$ cat config.mk
export PLATFORM = sky130hd
export DESIGN_NAME = lru_page_frame_tracker
export DESIGN_NICKNAME = d
export VERILOG_FILES = /design/src/rtl/lru_pft_pkg.sv /design/src/rtl/lru_pft_cell.sv /design/src/rtl/lru_page_frame_tracker.sv
export SDC_FILE = /design/constraint.sdc
export NUM_CORES = 1
export LEC_CHECK = 0
export BUFFER_PORTS_ARGS = -buffer_cell sky130_fd_sc_hd__buf_2
export CAP_MARGIN = 10
export CORE_UTILIZATION = 57
export CTS_BUF_LIST = sky130_fd_sc_hd__clkbuf_2 sky130_fd_sc_hd__clkbuf_4 sky130_fd_sc_hd__clkbuf_8
export CTS_CLUSTER_DIAMETER = 30
export DETAILED_ROUTE_END_ITERATION = 10
export MAX_ROUTING_LAYER = met4
export PLACE_DENSITY_LB_ADDON = 0.05
export SYNTH_ARGS = -nofsm -noshare
export SYNTH_HDL_FRONTEND = slang
export SYNTH_SLANG_ARGS = --single-unit
$ cat constraint.sdc
create_clock -name aclk -period 3.9 [get_ports aclk]
set_input_delay 0.39 -clock aclk [delete_from_list [all_inputs] [get_ports aclk]]
set_output_delay 0.39 -clock aclk [all_outputs]
set_load 0.005 [all_outputs]
$ cat src/rtl/lru_pft_pkg.sv
// ============================================================================
// LRU page frame tracker package
// Shared constants and the search and update structs passed between the
// tracker top level and its frame cells.
// ============================================================================
package lru_pft_pkg;

    localparam int MAX_FRAMES_DEF = 8;
    localparam int PAGE_BITS_DEF  = 16;

    // Frame indexes and ranks travel at the width that covers the largest
    // supported frame count (64 frames).
    localparam int IDX_W   = 6;
    localparam int CFG_W   = 4;
    localparam int FIDX_W  = 3;
    localparam int FAULT_W = 32;

    localparam logic [CFG_W-1:0] FRAMES_RESET = 4'd8;

    // Running result of the lookup as it walks down the row of frame cells.
    typedef struct packed {
        logic             vld;
        logic             hit;
        logic [IDX_W-1:0] hit_idx;
        logic [IDX_W-1:0] hit_rank;
        logic             empty;
        logic [IDX_W-1:0] empty_idx;
        logic [IDX_W-1:0] max_rank;
        logic [IDX_W-1:0] max_idx;
    } srch_t;

    // Update broadcast to every cell once the lookup has finished.
    typedef struct packed {
        logic             en;
        logic             clear;
        logic             load;
        logic             was_valid;
        logic [IDX_W-1:0] slot;
        logic [IDX_W-1:0] ref_rank;
    } upd_t;

endpackage

$ cat src/rtl/lru_pft_cell.sv
// ============================================================================
// LRU page frame cell
// Holds one page frame (page, valid bit, recency rank), folds its own state
// into the passing lookup and applies the broadcast recency update.
// ============================================================================
module lru_pft_cell #(
    parameter int MAX_FRAMES = lru_pft_pkg::MAX_FRAMES_DEF,
    parameter int PAGE_BITS  = lru_pft_pkg::PAGE_BITS_DEF,
    parameter int CELL_IDX   = 0
) (
    input  logic                           aclk,
    input  logic                           aresetn,
    input  logic [lru_pft_pkg::CFG_W-1:0]  frames_in_use,
    input  logic [PAGE_BITS-1:0]           page,
    input  lru_pft_pkg::upd_t              upd,
    input  lru_pft_pkg::srch_t             srch_in,
    output lru_pft_pkg::srch_t             srch_out
);

    localparam int RANK_W = (MAX_FRAMES > 1) ? $clog2(MAX_FRAMES) : 1;
    localparam logic [RANK_W-1:0] RANK_MAX = RANK_W'(MAX_FRAMES - 1);
    localparam logic [lru_pft_pkg::IDX_W-1:0] MY_IDX = lru_pft_pkg::IDX_W'(CELL_IDX);

    logic [PAGE_BITS-1:0]              page_reg;
    logic                              valid_reg;
    logic [RANK_W-1:0]                 rank_reg;
    logic [lru_pft_pkg::IDX_W-1:0]     rank_ext;
    logic                              active;
    lru_pft_pkg::srch_t                srch_next;
    lru_pft_pkg::srch_t                srch_reg;

    // Frame zero always takes part; the others only below the frame count.
    assign active   = (CELL_IDX == 0) || (int'(frames_in_use) > CELL_IDX);
    assign rank_ext = lru_pft_pkg::IDX_W'(rank_reg);
    assign srch_out = srch_reg;

    always_comb begin
        srch_next = srch_in;
        if (srch_in.vld && active) begin
            if (valid_reg && (page_reg == page) && !srch_in.hit) begin
                srch_next.hit      = 1'b1;
                srch_next.hit_idx  = MY_IDX;
                srch_next.hit_rank = rank_ext;
            end
            if (!valid_reg && !srch_in.empty) begin
                srch_next.empty     = 1'b1;
                srch_next.empty_idx = MY_IDX;
            end
            // Strict compare keeps the lowest-numbered frame among equal ranks.
            if (rank_ext > srch_in.max_rank) begin
                srch_next.max_rank = rank_ext;
                srch_next.max_idx  = MY_IDX;
            end
        end
    end

    always_ff @(posedge aclk) begin
        if (!aresetn) begin
            srch_reg  <= '0;
            valid_reg <= 1'b0;
            rank_reg  <= '0;
        end else begin
            srch_reg <= srch_next;
            if (upd.en) begin
                if (upd.clear) begin
                    valid_reg <= 1'b0;
                    rank_reg  <= '0;
                end else if (upd.slot == MY_IDX) begin
                    valid_reg <= 1'b1;
                    rank_reg  <= '0;
                end else if (active && valid_reg &&
                             (!upd.was_valid || (rank_ext < upd.ref_rank)) &&
                             (rank_reg != RANK_MAX)) begin
                    rank_reg <= rank_reg + 1'b1;
                end
            end
        end
    end

    always_ff @(posedge aclk) begin
        if (upd.en && upd.load && (upd.slot == MY_IDX)) begin
            page_reg <= page;
        end
    end

endmodule

$ cat src/rtl/lru_page_frame_tracker.sv
// ============================================================================
// LRU page frame tracker
// Fully associative page frame set with least-recently-used replacement,
// built as a row of frame cells that a lookup walks through one per cycle.
// ============================================================================
//
//  Channel  | Direction | Handshake         | Payload
//  ---------+-----------+-------------------+------------------------------------
//  cfg      | in        | cfg_we            | cfg_wdata: frames_in_use
//  s_       | in        | s_tvalid/s_tready | s_tdata: page_number; s_tlast: last
//  m_       | out       | m_tvalid/m_tready | m_tdata: frame_index, fault_total;
//           |           |                   | m_tuser: page_fault
//
//  After acceptance a transfer runs a launch step, walks down the cell row
//  frame cell by frame cell, and then applies the update; s_tready rises
//  again once the update has been applied.
//  Reset (aresetn low, synchronous) empties all frames, clears the fault
//  count and sets the frame count to eight.
//  A result waits in the output register while the next lookup proceeds;
//  only the update step stalls until that register has been taken.
//
module lru_page_frame_tracker #(
    parameter int MAX_FRAMES = lru_pft_pkg::MAX_FRAMES_DEF,
    parameter int PAGE_BITS  = lru_pft_pkg::PAGE_BITS_DEF,
    parameter int IN_W       = ((PAGE_BITS + 7) / 8) * 8,
    parameter int OUT_W      = ((lru_pft_pkg::FIDX_W + lru_pft_pkg::FAULT_W + 7) / 8) * 8
) (
    input  logic                          aclk,
    input  logic                          aresetn,

    input  logic                          cfg_we,
    input  logic [lru_pft_pkg::CFG_W-1:0] cfg_wdata,   // frames_in_use

    input  logic                          s_tvalid,
    output logic                          s_tready,
    input  logic [IN_W-1:0]               s_tdata,     // page_number, zero padded
    input  logic                          s_tlast,     // last_in_sequence

    output logic                          m_tvalid,
    input  logic                          m_tready,
    output logic [OUT_W-1:0]              m_tdata,     // frame_index, fault_total, zero padded
    output logic [0:0]                    m_tuser      // page_fault
);

    typedef enum logic [1:0] {
        ST_IDLE,
        ST_LAUNCH,
        ST_SEARCH,
        ST_UPDATE
    } state_t;

    state_t                              state_reg;
    logic [lru_pft_pkg::CFG_W-1:0]       cfg_reg;
    logic [PAGE_BITS-1:0]                page_reg;
    logic                                last_reg;
    lru_pft_pkg::srch_t                  res_reg;
    logic [lru_pft_pkg::FAULT_W-1:0]     fault_reg;
    logic [lru_pft_pkg::FAULT_W-1:0]     fault_next;
    logic                                m_tvalid_reg;
    logic                                fault_out_reg;
    logic [lru_pft_pkg::FIDX_W-1:0]      fidx_out_reg;
    logic [lru_pft_pkg::FAULT_W-1:0]     total_out_reg;

    lru_pft_pkg::srch_t                  chain [MAX_FRAMES+1];
    lru_pft_pkg::upd_t                   upd;

    logic                                miss;
    logic                                was_valid;
    logic [lru_pft_pkg::IDX_W-1:0]       slot;
    logic [lru_pft_pkg::IDX_W-1:0]       ref_rank;
    logic                                fire;

    assign s_tready = (state_reg == ST_IDLE);
    assign m_tvalid = m_tvalid_reg;
    assign m_tdata  = OUT_W'({total_out_reg, fidx_out_reg});
    assign m_tuser  = fault_out_reg;

    // The lookup enters the first cell with nothing found yet. The initial
    // oldest candidate is frame zero with rank zero, which is always active.
    always_comb begin
        chain[0]     = '0;
        chain[0].vld = (state_reg == ST_LAUNCH);
    end

    for (genvar g = 0; g < MAX_FRAMES; g++) begin : g_cell
        lru_pft_cell #(
            .MAX_FRAMES (MAX_FRAMES),
            .PAGE_BITS  (PAGE_BITS),
            .CELL_IDX   (g)
        ) u_cell (
            .aclk          (aclk),
            .aresetn       (aresetn),
            .frames_in_use (cfg_reg),
            .page          (page_reg),
            .upd           (upd),
            .srch_in       (chain[g]),
            .srch_out      (chain[g+1])
        );
    end

    // Pick the frame from the finished lookup. A hit refreshes its frame; a
    // miss fills the lowest empty frame, or else evicts the oldest one. When
    // an empty frame is filled every other active valid frame ages by one.
    always_comb begin
        if (res_reg.hit) begin
            miss      = 1'b0;
            was_valid = 1'b1;
            slot      = res_reg.hit_idx;
            ref_rank  = res_reg.hit_rank;
        end else if (res_reg.empty) begin
            miss      = 1'b1;
            was_valid = 1'b0;
            slot      = res_reg.empty_idx;
            ref_rank  = '0;
        end else begin
            miss      = 1'b1;
            was_valid = 1'b1;
            slot      = res_reg.max_idx;
            ref_rank  = res_reg.max_rank;
        end
    end

    // The update step runs once the output register is free to take the result.
    assign fire = (state_reg == ST_UPDATE) && (!m_tvalid_reg || m_tready);

    always_comb begin
        upd.en        = fire;
        upd.clear     = last_reg;
        upd.load      = miss;
        upd.was_valid = was_valid;
        upd.slot      = slot;
        upd.ref_rank  = ref_rank;
    end

    // The fault count saturates at all ones.
    assign fault_next = (miss && (fault_reg != '1)) ? fault_reg + 1'b1 : fault_reg;

    always_ff @(posedge aclk) begin
        if (!aresetn) begin
            state_reg    <= ST_IDLE;
            cfg_reg      <= lru_pft_pkg::FRAMES_RESET;
            fault_reg    <= '0;
            m_tvalid_reg <= 1'b0;
        end else begin
            if (cfg_we) begin
                cfg_reg <= cfg_wdata;
            end
            // A new result loaded by the update step keeps the register full.
            if (m_tvalid_reg && m_tready && !fire) begin
                m_tvalid_reg <= 1'b0;
            end
            case (state_reg)
                ST_IDLE: begin
                    if (s_tvalid) begin
                        page_reg  <= s_tdata[PAGE_BITS-1:0];
                        last_reg  <= s_tlast;
                        state_reg <= ST_LAUNCH;
                    end
                end
                ST_LAUNCH: begin
                    state_reg <= ST_SEARCH;
                end
                ST_SEARCH: begin
                    if (chain[MAX_FRAMES].vld) begin
                        res_reg   <= chain[MAX_FRAMES];
                        state_reg <= ST_UPDATE;
                    end
                end
                ST_UPDATE: begin
                    if (fire) begin
                        m_tvalid_reg  <= 1'b1;
                        fault_out_reg <= miss;
                        fidx_out_reg  <= slot[lru_pft_pkg::FIDX_W-1:0];
                        total_out_reg <= fault_next;
                        // A last transfer reports its count, then starts over.
                        fault_reg     <= last_reg ? '0 : fault_next;
                        state_reg     <= ST_IDLE;
                    end
                end
                default: begin
                    state_reg <= ST_IDLE;
                end
            endcase
        end
    end

endmodule
==> metrics.txt, run 1 <==
Comb power frac=6.0%; gpl congestion=0.864; Worst Path Max Fanout=16; Final Hold Vio Count=0; DRC violations left=0; first-pass GRT wire length=59,100 microns; layout cells sized above 1=16.1%; Routed WL per cell=18.1 microns; Final min period=3.27 ns; most frequent cells in the layout=edfxtp_1, dfxtp_1, nor2_1; reg2reg start=res_reg[31]; Fin Clk Skew=0.0263 ns; Pleak=7.30 nW; DR vias/cell=5.54; pin count of the biggest net entering global routing=46; P per Cell Area=515 nW/um^2; Die Span Y=173 microns; IO Count=69; final slew viol count=0; unrepaired setup endpoints after global routing=false; cts hold-fix bufs=18; Clock Sink Count=392; CTS clk-pin slew, worst paths=0.06 ns; n_diodes=0; H-tree levels=3; post-synthesis cell type count=74; worst min path class=primary input to flip-flop; post-synthesis sequential area ratio=58.8%; Critical path origin=res_reg[31]; clock latency on the worst-skew pair=0.60 ns; Detail Placement HPWL=24,900 microns; Sw Ratio=23.5%; Worst EP required=4.39 ns; initial antenna violation count=0; maximum vdd drop=0.366 mV; chip width=173 microns; Initial Utilization=58.1%; Total Routed Length=36,900 microns; register bit count reported by yosys=392; fin crit share=83.9%; FMAX=306 MHz; Cell Rows=62; Psw=0.00237 W; synth-to-layout area growth=17.0%; maxcap violations=0; max reg flops=128; final-report setup violation count=0; initial drt markers=874; vias in the first global route=11.2k; total gr overflow=0; Synth Area per Inst=11.5 sq um; Seq pwr share=45.5%; Hold Crit Start=cfg_wdata[2]; Placed Cells=1,871; crit path capture type=flip-flop; synthesized area=16,700 sq um; CORE AREA=28,800 sq um; CTS tree=done; Clock power frac=48.6%; Syn Inst Count=1,451; Post-synth EDFFs=198; via count=11.3k; setup TNS=0 ns; CTS Buf Count=81; kind of critical path=flip-flop to flip-flop; yosys warns=0; ys async rst share=0%; PortBufs=63; startpoint types=flip-flop; DR pass1 iterations=8; CTS resizes=0; Slew @ Worst Pin=1.05 ns; DIE AREA=30,000 sq um; setup bufs post-CTS=0; Worst EP arrival=3.76 ns; P_int=0.00771 W; GRT Total Usage=25.8%; Slew headroom=29.6%; final non-filler cell total=2,039; status=finished, final reports clean; Clock Path Buffers=3; predominant post-synthesis flop cell=edfxtp_1; post-route ant nets=0; # nets final=1,680; most common cell after layout, fill and taps aside=edfxtp_1; CTS root buffer=clkbuf_8
-- worst paths after layout --
check                                 endpoint  slack, ns  cells past startpoint
hold reg to reg                    res_reg[26]       0.40                      0
hold / removal                      cfg_reg[2]       0.03                      3
setup reg to reg  g_cell[5].u_cell.rank_reg[2]       0.63                      8
setup / recovery  g_cell[5].u_cell.rank_reg[2]       0.63                      8
-- final cells by class --
class                           instances  area (sq um)
Tap cell                              384           480
Clock inverter                         47           558
Timing Repair Buffer                  118           773
Clock buffer                          103          1340
Multi-Input combinational cell        934          6340
Fill cell                            2134          9230
Inverter                               61           231
Sequential cell                       392          9830
-- stage by stage --
| stage | setup slack, ns | util (%) | hold slack [ns] | total power (W) | area (sq um) |
|---|---|---|---|---|---|
| 3_5_place_dp | 0.737 | 60.7 | 0.389 | 0.00525 | 17500 |
| 4_1_cts | 0.684 | 67.9 | 0.00202 | 0.0102 | 19600 |
| 6_report | 0.630 | 67.9 | 0.0323 | 0.0101 | 19600 |
| 3_3_place_gp | 0.886 | 60.7 | 0.387 | 0.00524 | 17500 |
| 5_1_grt | 0.399 | 67.9 | 0.0349 | 0.0105 | 19600 |
| 2_1_floorplan | 0.605 | - | 0.386 | 0.00501 | 16700 |
-- cells in the mapped netlist, types with 6 or more instances --
library cell	count	share of area, %
nand2_1	69	1.6
a22o_1	6	0.31
o21ai_0	26	0.78
o21a_1	8	0.36
xnor2_1	69	3.6
xor2_1	89	4.7
dfxtp_1	194	23
buf_2	8	0.24
o31ai_1	8	0.36
and3_1	15	0.56
nand4_1	38	1.4
or3_1	23	0.86
nor2b_1	12	0.45
and4_1	6	0.31
nand2b_1	7	0.26
o211ai_1	9	0.40
edfxtp_1	198	36
a31oi_1	17	0.64
ha_1	66	4.9
and2_1	18	0.67
a41oi_1	6	0.31
nor3_1	32	0.96
nand3_1	27	0.81
clkbuf_1	42	0.94
a21oi_1	58	1.7
nor2_1	174	3.9
a211oi_1	7	0.31
inv_1	60	1.3
mux2i_1	39	2.3
o41ai_1	6	0.31
nor4_1	26	0.97
-- worst max-delay path, stage by stage, from the launching register on --
cell and delay [ns]:
edfxtp_1 0.67, nor2_1 0.11, a22oi_1 0.81, ha_1 0.38, o211ai_1 0.09, a21oi_1 0.06, nor4_1 0.74, nand4_1 0.19
o41ai_1 0.11
-- cells by family (layout without fill, tap and decap cells) --
kind of cell	count (synthesis)	after routing	share of synthesized area [%]
and+or+nand+nor	476	476	14.6
DFF	392	392	58.8
AOI/OAI and AO/OA	186	186	7.35
xor gates and xnor gates	158	158	8.28
buffers and inverters	129	329	3.41
adders and majority gates	66	66	4.94
muxes	43	43	2.61
other	1	5	0.0224
-- power by group through the flow --
stage	Sequential, W	Clock (W)	Combinational (W)
2_1_floorplan	0.00459	0	0.000423
3_3_place_gp	0.00467	0	0.000574
3_5_place_dp	0.00467	0	0.000584
4_1_cts	0.00458	0.00498	0.000604
5_1_grt	0.00460	0.00519	0.000665
6_report	0.00458	0.00490	0.000600
-- per-layer routing --
layer | wire (microns) | track usage (%) | vias to the layer above
li1 | - | - | 5488
met4 | 741 | 8.44 | 0
met2 | 17400 | 40.7 | 331
met3 | 2210 | 5.02 | 61
met5 | 0 | - | -
met1 | 16600 | 33.5 | 5406
No activity file was read; power rests on OpenSTA's default activity.
==> inputs of run 2 (changes only) <==
Clock period 3.9 ns to 2.7 ns, I/O delays scaled along.
==> run 2 against run 1 <==
Non-clock buffer count is 47 higher. Maximum frequency is 25% higher. Clock power is 35% higher. Worst setup slack worse by 0.54 ns. Highest routed layer unchanged. Clock skew is 0.0061 ns lower. Register-to-register slack worse by 0.54 ns.
==> metrics.txt, run 2 (synthesis gave the netlist of run 1 again) <==
status=finished, final reports clean; Worst Path Max Fanout=16; max reg flops=128; crit path capture type=flip-flop; Fin Hold WS=0.0449 ns; gpl congestion=0.850; Worst EP required=2.97 ns; CTS root buffer=clkbuf_8; PortBufs=63; initial antenna violation count=1; via count=11.5k; startpoint types=flip-flop; Worst R2R Setup Slack=0.09 ns; layout cells sized above 1=18.2%; fin crit share=96.6%; DR vias/cell=5.54; first-pass GRT wire length=59,600 microns; Total Routed Length=37,600 microns; DRC violations left=0; Die Span Y=173 microns; # nets final=1,726; reg2reg start=res_reg[18]; kind of critical path=flip-flop to flip-flop; total gr overflow=0; Clock Path Buffers=3; FF-to-FF path depth=7; initial drt markers=778; Hold Crit Start=aresetn; hold depth=3; final core occ=69.0%; DR pass1 iterations=7; synth-to-layout area growth=18.9%; Detail Placement HPWL=25,700 microns; Cell Rows=62; final worst slack=0.0913 ns; most common cell after layout, fill and taps aside=edfxtp_1; chip width=173 microns; H-tree levels=3; DIE AREA=30,000 sq um; Final min period=2.61 ns; final slew viol count=0; GRT Total Usage=26.1%; IO Count=69; FMAX=383 MHz; Slew headroom=28.3%; vias in the first global route=11.2k; Final Hold Vio Count=0; final non-filler cell total=2,082; pre-CTS setup slack=-0.234 ns; r2r endpoint=g_cell[3].u_cell.page_reg[6]; P per Cell Area=714 nW/um^2; Final Power=0.0142 W; Slew @ Worst Pin=1.07 ns; Fin Clk Skew=0.0202 ns; pin count of the biggest net entering global routing=104; n_diodes=0; CTS clk-pin slew, worst paths=0.06 ns; CTS tree=done; post-route ant nets=0; Routed WL per cell=18.0 microns; worst min path class=primary input to flip-flop; final-report setup violation count=0; most frequent cells in the layout=edfxtp_1, dfxtp_1, nor2_1; hold endpoint=g_cell[1].u_cell.rank_reg[0]; clock latency on the worst-skew pair=0.59 ns; Initial Utilization=58.1%; Pleak=7.48 nW; maxcap violations=0; maximum vdd drop=0.545 mV; CTS Buf Count=80; Placed Cells=1,908; Clock Sink Count=392; CORE AREA=28,800 sq um; Worst EP arrival=2.88 ns
==> run 2: cell types whose count changed in the layout (fill, tap and decap cells not counted), moves of 3 or more <==
| cell | previous run | this run |
|---|---|---|
| buf_4 | 37 | 75 |
| inv_6 | 3 | 6 |
| clkinv_1 | 9 | 6 |
| dlygate4sd3_1 | 18 | 24 |
| bufinv_16 | 11 | 7 |
| buf_12 | 0 | 3 |
==> run 2: routing by layer <==
layer / part of all wire, % / up-vias / global-route usage [%]
met5: 0 / - / -
met4: 2.0 / 0 / 8.19
met3: 6.5 / 61 / 5.07
met2: 44 / 376 / 38.4
met1: 47 / 5526 / 36.7
li1: - / 5571 / -
==> run 2: layout make-up <==
class	instances	area [sq um]
sequential	392	9830
fill	2175	8920
multi-input combinational	934	6370
clock buffer	103	1330
timing repair buffer	165	1180
tap	384	480
clock inverter	43	440
inverter	61	231
==> run 2: worst max path at each step <==
stage                      startpoint                             to  slack (ns)  depth (start not counted)
after CTS                 res_reg[31]   g_cell[3].u_cell.rank_reg[1]        0.02                          8
final                     res_reg[18]   g_cell[3].u_cell.page_reg[6]        0.09                          7
after detailed placement  res_reg[31]   g_cell[3].u_cell.rank_reg[0]       -0.23                          7
after floorplan           res_reg[31]   g_cell[3].u_cell.rank_reg[0]        0.03                          8
after global placement    res_reg[31]   g_cell[3].u_cell.rank_reg[0]       -0.18                          7
after global routing      res_reg[18]  g_cell[3].u_cell.page_reg[14]       -0.03                          7
==> run 2: stage by stage <==
stage | cell area, sq um | TNS, ns
CTS | 19800 | 0
global route | 19900 | -0.357
global placement | 17800 | -0.508
finish | 19900 | 0
detailed placement | 17800 | -0.867
floorplan | 16700 | 0
==> run 2: worst max-delay path: stages (launching register included) <==
cell,delay [ns]
edfxtp_1,0.38
buf_4,0.19
mux2i_1,0.15
o21a_1,0.35
inv_1,0.21
nor3_1,0.50
nor2b_1,0.25
buf_4,0.27
==> run 2: what timing repair did <==
item                       in CTS  in global routing
setup buffers                   0                  4
hold endpoints to repair       21                  0
pin swaps                       0                  1
hold buffers                   24                  0
gates resized for setup         1                  2
setup endpoints to repair       9                  6
==> run 2: report_power, final <==
part | total (W) | internal (W) | switching, W | leakage [nW]
Clock | 0.00661 | 0.00396 | 0.00265 | 0.910
Combinational | 0.00100 | 0.000384 | 0.000616 | 3.18
Sequential | 0.00656 | 0.00642 | 0.000141 | 3.39
